<file path="src/rtl/core/rfc_pkg.sv">
// Shared types and constants for the read-registers frame capture block.
// No dependencies; imported by every module under rtl/core.
package rfc_pkg;

  localparam int unsigned ByteW   = 8;
  localparam int unsigned PosW    = 4;
  localparam int unsigned TickW   = 8;
  localparam int unsigned BoardW  = 2;
  localparam int unsigned FrameLen = 15;
  // Bytes held in the shift line; the last frame byte comes straight from the word.
  localparam int unsigned HistLen = FrameLen - 1;

  localparam logic [ByteW-1:0] START_BYTE = 8'h01;
  localparam logic [ByteW-1:0] FUNC_BYTE  = 8'h03;
  localparam logic [ByteW-1:0] COUNT_BYTE = 8'd12;

  localparam logic [PosW-1:0] POS_FUNC  = 4'd1;
  localparam logic [PosW-1:0] POS_COUNT = 4'd2;
  localparam logic [PosW-1:0] POS_DONE  = 4'd15;

  localparam logic [BoardW-1:0] BOARD_RESET   = 2'd1;
  localparam logic [TickW-1:0]  TIMEOUT_RESET = 8'd5;

  typedef enum logic {
    OP_BYTE = 1'b0,
    OP_TICK = 1'b1
  } op_t;

  typedef enum logic {
    KIND_PORTS = 1'b0,
    KIND_POLL  = 1'b1
  } kind_t;

  typedef enum logic {
    CFG_BOARD   = 1'b0,
    CFG_TIMEOUT = 1'b1
  } cfg_reg_t;

  typedef struct packed {
    op_t              op;
    logic [ByteW-1:0] data;
  } item_t;

  typedef struct packed {
    kind_t            kind;
    logic [ByteW-1:0] port_one;
    logic [ByteW-1:0] port_two;
    logic [ByteW-1:0] port_three;
    logic [ByteW-1:0] port_four;
  } result_t;

endpackage

</file>
<file path="src/rtl/core/rfc_in_reg.sv">
// Input register stage: holds one accepted word until the core consumes it.
// Depends on rfc_pkg.
module rfc_in_reg import rfc_pkg::*; (
  input  logic  clk,
  input  logic  rst,
  input  logic  load,
  input  item_t item_in,
  input  logic  advance,
  output logic  held_valid,
  output item_t held
);

  always_ff @(posedge clk) begin
    if (rst) begin
      held_valid <= 1'b0;
    end else if (load) begin
      held_valid <= 1'b1;
    end else if (advance) begin
      held_valid <= 1'b0;
    end
  end

  always_ff @(posedge clk) begin
    if (load) begin
      held <= item_in;
    end
  end

endmodule

</file>
<file path="src/rtl/core/rfc_frame_core.sv">
// Frame capture state, config registers and the single-pass step logic.
// Depends on rfc_pkg.
module rfc_frame_core import rfc_pkg::*; (
  input  logic             clk,
  input  logic             rst,
  input  logic             cfg_we,
  input  cfg_reg_t         cfg_sel,
  input  logic [ByteW-1:0] cfg_wdata,
  input  logic             fire,
  input  item_t            item,
  output logic             has_result,
  output result_t          result
);

  logic [BoardW-1:0] board;
  logic [TickW-1:0]  timeout;
  logic              receiving;
  logic              receiving_next;
  logic [PosW-1:0]   byte_position;
  logic [PosW-1:0]   byte_position_next;
  logic [TickW-1:0]  tick_count;
  logic [TickW-1:0]  tick_count_next;
  logic [TickW-1:0]  tick_inc;
  logic [PosW-1:0]   pos_inc;
  logic              bad_header;
  logic              done;
  // hist[0] is the newest byte; at completion frame offset k sits in hist[13-k]
  logic [ByteW-1:0]  hist [HistLen];

  always_ff @(posedge clk) begin
    if (rst) begin
      board   <= BOARD_RESET;
      timeout <= TIMEOUT_RESET;
    end else if (cfg_we) begin
      case (cfg_sel)
        CFG_BOARD:   board   <= cfg_wdata[BoardW-1:0];
        CFG_TIMEOUT: timeout <= cfg_wdata[TickW-1:0];
        default:     board   <= board;
      endcase
    end
  end

  assign tick_inc   = tick_count + 1'b1;
  assign pos_inc    = byte_position + 1'b1;
  assign bad_header = ((byte_position == POS_FUNC) && (item.data != FUNC_BYTE)) ||
                      ((byte_position == POS_COUNT) && (item.data != COUNT_BYTE));
  assign done       = receiving && !bad_header && (pos_inc == POS_DONE);

  always_comb begin
    receiving_next     = receiving;
    byte_position_next = byte_position;
    tick_count_next    = tick_count;
    has_result         = 1'b0;
    case (item.op)
      OP_TICK: begin
        if (!receiving) begin
          byte_position_next = '0;
          has_result         = 1'b1;
        end else if (tick_inc >= timeout) begin
          tick_count_next    = '0;
          receiving_next     = 1'b0;
          byte_position_next = '0;
        end else begin
          tick_count_next = tick_inc;
        end
      end
      default: begin
        if (receiving) begin
          if (bad_header || done) begin
            receiving_next     = 1'b0;
            byte_position_next = '0;
          end else begin
            byte_position_next = pos_inc;
          end
          has_result = done;
        end
        // position is always zero while idle, so a start lands at offset 0
        if (!receiving_next && (item.data == START_BYTE)) begin
          receiving_next     = 1'b1;
          byte_position_next = 4'd1;
        end
      end
    endcase
  end

  always_ff @(posedge clk) begin
    if (rst) begin
      receiving     <= 1'b0;
      byte_position <= '0;
      tick_count    <= '0;
    end else if (fire) begin
      receiving     <= receiving_next;
      byte_position <= byte_position_next;
      tick_count    <= tick_count_next;
    end
  end

  always_ff @(posedge clk) begin
    if (fire && (item.op == OP_BYTE)) begin
      hist[0] <= item.data;
      for (int i = 1; i < HistLen; i++) begin
        hist[i] <= hist[i-1];
      end
    end
  end

  // offset k -> hist[13-k]; offset 14 is the current byte
  always_comb begin
    result.kind = KIND_PORTS;
    if (item.op == OP_TICK) begin
      result.kind       = KIND_POLL;
      result.port_one   = '0;
      result.port_two   = '0;
      result.port_three = '0;
      result.port_four  = '0;
    end else begin
      case (board)
        2'd0: begin
          result.port_one   = hist[12];
          result.port_two   = '0;        // offset wraps past the frame
          result.port_three = hist[11];
          result.port_four  = hist[13];
        end
        2'd1: begin
          result.port_one   = hist[8];
          result.port_two   = hist[10];
          result.port_three = hist[7];
          result.port_four  = hist[9];
        end
        2'd2: begin
          result.port_one   = hist[4];
          result.port_two   = hist[6];
          result.port_three = hist[3];
          result.port_four  = hist[5];
        end
        default: begin
          result.port_one   = hist[0];
          result.port_two   = hist[2];
          result.port_three = item.data;
          result.port_four  = hist[1];
        end
      endcase
    end
  end

endmodule

</file>
<file path="src/rtl/core/rfc_out_reg.sv">
// Result register: holds a finished word until the receiver takes it.
// Depends on rfc_pkg.
module rfc_out_reg import rfc_pkg::*; (
  input  logic    clk,
  input  logic    rst,
  input  logic    advance,
  input  logic    has_result,
  input  result_t result_in,
  input  logic    stall,
  output logic    held_valid,
  output result_t held
);

  always_ff @(posedge clk) begin
    if (rst) begin
      held_valid <= 1'b0;
    end else if (advance) begin
      held_valid <= has_result;
    end else if (!stall) begin
      held_valid <= 1'b0;
    end
  end

  always_ff @(posedge clk) begin
    if (advance && has_result) begin
      held <= result_in;
    end
  end

endmodule

</file>
<file path="src/rtl/core/register_frame_capture_to_ports.sv">
// Read-registers response capture: received bytes and timer ticks in,
// output-port bytes and poll requests out.
//
// Input channel (item_valid / item_stall): one word per accepted edge,
// operation = 0 carries a received byte in rx_byte, operation = 1 is a tick.
// A frame starts with 0x01, byte 1 must be 0x03 and byte 2 must be 12;
// on the fifteenth byte four bytes picked by board_number go out as a
// port update. A tick while idle yields a poll request (ports zero); a tick
// while receiving counts toward timeout_ticks; reaching it abandons the capture.
// Output channel (result_valid / result_stall): one word per result.
// Config channel (cfg_valid / cfg_ready): cfg_index 0 = board_number,
// 1 = timeout_ticks; cfg_ready is always high. Write only while idle.
//
// Path: an accepted word enters the input register, then one step of
// compare logic fills the result register, waiting while that is full and stalled.
// Throughput: one word per cycle unless stalled; the step runs once per cycle.
// When the receiver stalls, the result register holds and the input
// register fills, after which item_stall rises; no word is lost.
// Reset (rst, synchronous): capture idle, tick count zero, board 1,
// timeout 5, both registers empty.
module register_frame_capture_to_ports import rfc_pkg::*; (
  input  logic             clk,
  input  logic             rst,
  // input words
  input  logic             item_valid,
  output logic             item_stall,
  input  logic             operation,
  input  logic [ByteW-1:0] rx_byte,
  // result words
  output logic             result_valid,
  input  logic             result_stall,
  output logic             result_kind,
  output logic [ByteW-1:0] port_one,
  output logic [ByteW-1:0] port_two,
  output logic [ByteW-1:0] port_three,
  output logic [ByteW-1:0] port_four,
  // config writes
  input  logic             cfg_valid,
  output logic             cfg_ready,
  input  logic             cfg_index,
  input  logic [ByteW-1:0] cfg_data
);

  item_t   item_in;
  item_t   held_item;
  logic    held_valid;
  logic    advance;
  logic    has_result;
  result_t step_result;
  result_t out_word;

  assign item_in.op   = op_t'(operation);
  assign item_in.data = rx_byte;

  // the step fires when a word is held and the result slot is free or draining
  assign advance    = held_valid && (!result_valid || !result_stall);
  assign item_stall = held_valid && !advance;
  assign cfg_ready  = 1'b1;

  rfc_in_reg u_in_reg (
    .clk        (clk),
    .rst        (rst),
    .load       (item_valid && !item_stall),
    .item_in    (item_in),
    .advance    (advance),
    .held_valid (held_valid),
    .held       (held_item)
  );

  rfc_frame_core u_core (
    .clk        (clk),
    .rst        (rst),
    .cfg_we     (cfg_valid && cfg_ready),
    .cfg_sel    (cfg_reg_t'(cfg_index)),
    .cfg_wdata  (cfg_data),
    .fire       (advance),
    .item       (held_item),
    .has_result (has_result),
    .result     (step_result)
  );

  rfc_out_reg u_out_reg (
    .clk        (clk),
    .rst        (rst),
    .advance    (advance),
    .has_result (has_result),
    .result_in  (step_result),
    .stall      (result_stall),
    .held_valid (result_valid),
    .held       (out_word)
  );

  assign result_kind = out_word.kind;
  assign port_one    = out_word.port_one;
  assign port_two    = out_word.port_two;
  assign port_three  = out_word.port_three;
  assign port_four   = out_word.port_four;

endmodule

</file>
<file path="config.mk">
export PLATFORM = sky130hd
export DESIGN_NAME = register_frame_capture_to_ports
export DESIGN_NICKNAME = d
export VERILOG_FILES = /design/src/rtl/core/rfc_pkg.sv /design/src/rtl/core/rfc_in_reg.sv /design/src/rtl/core/rfc_frame_core.sv /design/src/rtl/core/rfc_out_reg.sv /design/src/rtl/core/register_frame_capture_to_ports.sv
export SDC_FILE = /design/constraint.sdc
export NUM_CORES = 1
export LEC_CHECK = 0
export BUFFER_PORTS_ARGS = -buffer_cell sky130_fd_sc_hd__buf_4
export CORE_ASPECT_RATIO = 0.7
export CORE_MARGIN = 3
export CORE_UTILIZATION = 53
export DETAILED_ROUTE_END_ITERATION = 10
export GPL_TIMING_DRIVEN = 0
export HOLD_SLACK_MARGIN = 0.15
export PLACE_DENSITY_LB_ADDON = 0.1
export SETUP_SLACK_MARGIN = 0.15
export SLEW_MARGIN = 20
export SYNTH_ARGS = -nofsm -noshare
export SYNTH_HDL_FRONTEND = slang
export SYNTH_HIERARCHICAL = 1
export SYNTH_SLANG_ARGS = --single-unit
export TNS_END_PERCENT = 20
</file>
<file path="constraint.sdc">
create_clock -name clk -period 4.6 [get_ports clk]
set_clock_uncertainty 0.2 [all_clocks]
set_input_delay 0.46 -clock clk [delete_from_list [all_inputs] [get_ports clk]]
set_output_delay 0.46 -clock clk [all_outputs]
set_load 0.1 [all_outputs]
</file>
---- Word-level counts from Yosys, hierarchy flattened ----
Memories as Yosys holds them, arrays and structs flattened.
Cells that the tools add are included.
cells by class
  bitwise operators ....................... 2
  shift operators ......................... 0
  divide/modulo/power cells ............... 0
  multipliers ............................. 0
  reductions and logical operators ........ 26
  muxes and demuxes ....................... 25
  add/subtract/negate cells ............... 2
  $lt $le $gt $ge ......................... 1
  eq/ne operators ......................... 10
operator list
  operator                                        number
  case mux 32 bit (3 select lines)                1
  2-to-1 mux 4 bit                                6
  2-to-1 mux 1 bit                                17
  logical AND 1 bit                               10
  adder 8 x 1 -> 8 bit (second input constant)    1
  == test 8 x 1 -> 1 bit (second input constant)  1
  >= comparator 8 bit                             1
  2-to-1 mux 8 bit                                1
  != test 8 x 2 -> 1 bit (second input constant)  1
  != test 8 x 4 -> 1 bit (second input constant)  1
  logical NOT 1 bit                               6
  AND reduction 3 bit                             2
  adder 4 x 1 -> 4 bit (second input constant)    1
  == test 4 x 1 -> 1 bit (second input constant)  1
  == test 4 x 2 -> 1 bit (second input constant)  1
  == test 4 bit (second input constant)           1
  AND reduction 2 bit                             2
  logical OR 1 bit                                3
  != test 3 bit (second input constant)           1
  nonzero test 3 bit                              1
  == test 2 x 1 -> 1 bit (second input constant)  1
  == test 2 bit (second input constant)           1
  logical NOT 2 bit                               1
  != test 2 x 1 -> 1 bit (second input constant)  1
  2 further kinds                                 3
word-level totals
  memories kept ........................... 1
  bits in latches ......................... 0
  bits in writable memories ............... 112
  bits in read-only memories .............. 0
  register bits after elaboration ......... 67
memories
  name         depth  bits a word  rd ports  clocked after memory_dff  wr ports  RTL line              source
  u_core.hist  14     8            14        0                         14        rfc_frame_core.sv:28  logic [ByteW-1:0] hist [HistLen];

---- Depth between registers and ports, before layout ----
  word-level depth ........................ 14
  gate-level depth with buffers ........... 12
  mapped depth without buffers ............ 11

---- Cells and area by module ----
The synthesis kept the hierarchy.
by module, submodules not included
  module                           area each (µm²)  times used  cells each
  rfc_frame_core                   5703.0           1           374
  rfc_out_reg                      1031.0           1           38
  rfc_in_reg                       309.0            1           13
  register_frame_capture_to_ports  38.8             1           5

---- Worst setup path before layout ----
OpenSTA, ideal clock, no wires.
  kind .................................... reg2reg
  start ................................... reg u_out_reg.held_valid
  end ..................................... mem u_core.hist[0][0], enable pin
  arrival time ............................ 3.778 ns
  path slack .............................. 0.157 ns
  setup time .............................. 0.465 ns
  cell stages (with the launch flop) ...... 4
  period minus slack after synthesis ...... 4.443 ns
  required time ........................... 3.935 ns
  cells stage by stage .................... dfxtp_1 > a21boi_0 > nand2b_1 > inv_1
RTL lines
  item                    RTL line              source
  from (decl)             rfc_out_reg.sv:10     output logic held_valid,
  from (signal assigned)  rfc_out_reg.sv:18     held_valid <= has_result;
  to (decl)               rfc_frame_core.sv:28

---- Worst setup path after layout ----
  start ................................... reg u_core.tick_count[0]
  end ..................................... reg u_core.tick_count[5]
on the way
  word-level cells in the longest chain between the ends .. 3
ends and longest elaborated chain
  item                    RTL line              source
  from (decl)             rfc_frame_core.sv:21  logic [TickW-1:0] tick_count;
  from (signal assigned)  rfc_frame_core.sv:94  tick_count <= tick_count_next;
  adder 8 x 1 -> 8 bit *  rfc_frame_core.sv:43  assign tick_inc = tick_count + 1'b1;
  >= comparator 8 bit     rfc_frame_core.sv:59  end else if (tick_inc >= timeout) begin
  2-to-1 mux 8 bit *      rfc_frame_core.sv:59
Every way passes the cells marked *; elsewhere a longest branch is shown, timed or not.
A chain may end at the register's enable or synchronous reset.

==> results.py <==
metrics = {
    "status": {
        "status": "finished clean",
    },
    "clock_network": {
        "cts_buffers": 17,
        "cts_setup_buffers": 0,
        "clock-sinks": 179,
        "root_buffer": "clkbuf_16",
        "cts-htree-levels": 4,
        "clk_latency_ps": 420,
        "path_clk_slew_ps": 70,
        "cts_tree": "built",
        "clockBufferDepth": 2,
    },
    "global_routing": {
        "grt_pass1_wl_um": 21200,
        "antenna_found_initial": 0,
        "first_global_vias": 3808,
        "grt_overflow": 0,
        "grt.total_usage_pct": 19.7,
        "grt_max_degree": 88,
    },
    "timing": {
        "rsz0062_at_grt": "no",
        "finalSetupViolCount": 0,
        "hold_ws_ps": 239,
        "worstMarginPinSlew_ps": 935,
        "hold_viol_final": 0,
        "slew_viol_final": 0,
        "layout_setup_ws_ps": 1410,
        "min_period_ps": 3190,
        "max-slew-margin-rel_pct": 37.1,
        "period_share_pct": 69.3,
        "fmax_mhz": 314,
    },
    "place": {
        "place.gp.congestion": 0.854,
        "dp_hpwl_um": 9060,
        "post-place-ws_ps": 1550,
        "port_buffers": 57,
    },
    "yosys": {
        "ys_ff_latch": 179,
        "yosysUniqueCellTypes": 51,
        "synth_warnings": 6,
        "syn_avg_cell_area_um2": 16.5,
        "synth_nets": 465,
        "synth_fa_ha_area_share_pct": 2.12,
        "synth-compound-area-share_pct": 4.56,
        "synthSimpleGateAreaFrac_pct": 8.85,
        "synth_edf_count": 154,
        "synth_area_um2": 7080,
        "async_reset_ff_share_pct": 0,
        "synth_top_family_by_area": "multiplexers",
        "synthXorXnorAreaFrac_pct": 0.742,
        "seq_area_frac_synth_pct": 72.4,
        "synth_mux_area_share_pct": 9.35,
        "syn_inst": 430,
        "synth_flop_cell": "edfxtp_1",
    },
    "hold_path": {
        "hold_path_class": "flip-flop to flip-flop",
        "worstHoldEndpoint": "u_core/hist[8][0]",
        "hold_depth": 0,
        "hp-start": "u_core/hist[7][0]",
    },
    "route": {
        "via_count": 3988,
        "drtIter0Drc": 389,
        "routed_wirelength_um": 13800,
        "drtAntennaViolNets": 0,
        "routedWlPerCell_um": 19.6,
        "drc_errors": 0,
        "firstDrtPassIters": 5,
        "routed_via_density": 5.67,
    },
    "floorplanning": {
        "core_um2": 12700,
        "start_util_pct": 55.7,
        "die_x_um": 144,
        "num_io_pins": 59,
        "rows": 34,
        "die-area_um2": 14800,
        "fp.dieH_um": 103,
    },
    "finish": {
        "fill_cells": 890,
        "mostFrequentLayoutCells": "154 x edfxtp_1, 59 x buf_4, 30 x nor2b_1, 26 x nand2_1, 26 x nor2_1",
        "area_delta_synth_final_pct": 21.2,
        "drive_above_1_share_pct": 23.5,
        "diodes": 0,
        "layout_commonest_cell": "edfxtp_1",
        "nets": 563,
    },
    "setup_path": {
        "reg2reg_from": "u_core/tick_count[0]",
        "reg2regPathDepth": 12,
        "cp-startpoint": "u_core/tick_count[0]",
        "arrival_ps": 3320,
        "crit_chain": "ha_1 -> nand3_1 -> nor2_1 -> xor2_1 -> ha_1 -> o21ai_0 -> o2111ai_1 -> a21oi_1 -> and2_1 -> clkbuf_1 -> nand3b_1 -> a21oi_1",
        "endpoint_kind": "flip-flop",
        "cp.required_ps": 4730,
        "reg2reg_to": "u_core/tick_count[5]",
        "start_kind": "flip-flop",
        "critPathSlowestCell": "dfxtp_1",
        "worstSetupPathType": "flip-flop to flip-flop",
        "reg2reg_slack_ps": 1410,
        "slowest_delay_ps": 410,
        "crit_path_max_fanout": 9,
    },
    "pwr": {
        "power.density_nw_per_um2": 429,
        "leakagePower_nw": 3.03,
        "ir_drop_v": 0.000292,
    },
    "run": {
        "max_cap_viol_count": 0,
    },
}
cells in the mapped netlist (3+ instances only):
| master | number | area [µm²] |
|---|---|---|
| nor2b_1 | 30 | 188 |
| dfxtp_1 | 25 | 500 |
| edfxtp_1 | 154 | 4620 |
| inv_1 | 15 | 56.3 |
| xor2_1 | 4 | 35.0 |
| a22oi_1 | 17 | 128 |
| nand2_1 | 26 | 97.6 |
| nor2_1 | 26 | 97.6 |
| a31oi_1 | 3 | 18.8 |
| mux2_1 | 8 | 90.1 |
| nand3b_1 | 4 | 30.0 |
| nand3_1 | 6 | 30.0 |
| mux4_2 | 24 | 541 |
| nand2b_1 | 3 | 18.8 |
| ha_1 | 12 | 150 |
| clkbuf_1 | 14 | 52.6 |
| a21oi_1 | 14 | 70.1 |
| buf_2 | 3 | 15.0 |
worst max-delay path by stage:
stage / to / slack [ps] / cells past startpoint
6_report: u_core/tick_count[5] / 1410 / 12
5_1_grt: u_core/tick_count[5] / 1160 / 12
4_1_cts: u_core/tick_count[5] / 1500 / 12
3_5_place_dp: u_core/tick_count[1] / 1550 / 12
3_3_place_gp: u_core/hist[13][2] / -600 / 4
2_1_floorplan: u_core/hist[0][0] / 160 / 3
flip-flops by register name, indices dropped and copies added (netlist names):
signal                flops
u_in_reg/held_valid       1
u_core/timeout            8
u_core/hist             112
u_out_reg/held           33
u_core/board              2
u_core/tick_count         8
u_out_reg/held_valid      1
u_core/byte_position      4
u_in_reg/held             9
u_core/receiving          1
report_power, final:
| group | leakage (nW) | switching (W) | internal, W |
|---|---|---|---|
| combinational | 1.10 | 0.000196 | 0.000103 |
| clock | 0.303 | 0.000606 | 0.000917 |
| sequential | 1.63 | 0.0000308 | 0.00183 |
cell families (layout without fill, tap and decap cells):
family | count (synthesis) | after routing
AO/OA/AOI/OAI | 48 | 48
XOR/XNOR | 6 | 6
adder cells (fa/ha/maj) | 12 | 12
buffers and inverters | 34 | 145
flip-flops | 179 | 179
multiplexers | 35 | 35
other | 1 | 1
AND/OR/NAND/NOR | 115 | 115
through the flow:
| stage | instances | area, µm² | util [%] | total power, W | TNS, ps |
|---|---|---|---|---|---|
| final | 703 | 8590 | 67.5 | 0.00368 | 0 |
| after global routing | 703 | 8590 | 67.5 | 0.00380 | 0 |
| after CTS | 703 | 8590 | 67.5 | 0.00371 | 0 |
| after detailed placement | 650 | 7740 | 60.9 | 0.00218 | 0 |
| after global placement | 649 | 7710 | 60.6 | 0.00218 | -67140 |
| after floorplan | 430 | 7080 | - | 0.00209 | 0 |
per-layer routing:
| layer | GRT usage (%) | share of wire [%] | up-vias |
|---|---|---|---|
| met5 | 0 | 0 | - |
| met2 | 27.7 | 44 | 132 |
| li1 | - | - | 1840 |
| met4 | 5.73 | 0.51 | 0 |
| met1 | 31.1 | 49 | 2007 |
| met3 | 4.40 | 6.6 | 9 |
final cells by class:
type,instances,area (µm²),share of cell area [%]
sequential,179,5120,59.7
tap,162,203,2.36
inverter,15,61.3,0.714
clock buffer,18,429,5.00
multi-input combinational,217,1820,21.2
timing repair buffer,79,666,7.75
buffer,19,82.6,0.962
clock inverter,14,201,2.35
critical path: cells and delay by family, from the launching register on:
family | cells | cell delay [ps]
flip-flops | 1 | 410
AND/OR/NAND/NOR | 4 | 620
buffers and inverters | 1 | 400
XOR/XNOR | 1 | 250
adder cells (fa/ha/maj) | 2 | 500
AO/OA/AOI/OAI | 4 | 720
what timing repair did:
item,in CTS,in global routing
endpoints found under the setup margin,0,0
resized for setup,0,0
endpoints found under the hold margin,21,0
hold buffers,21,0
(Power assumes the default switching activity.)
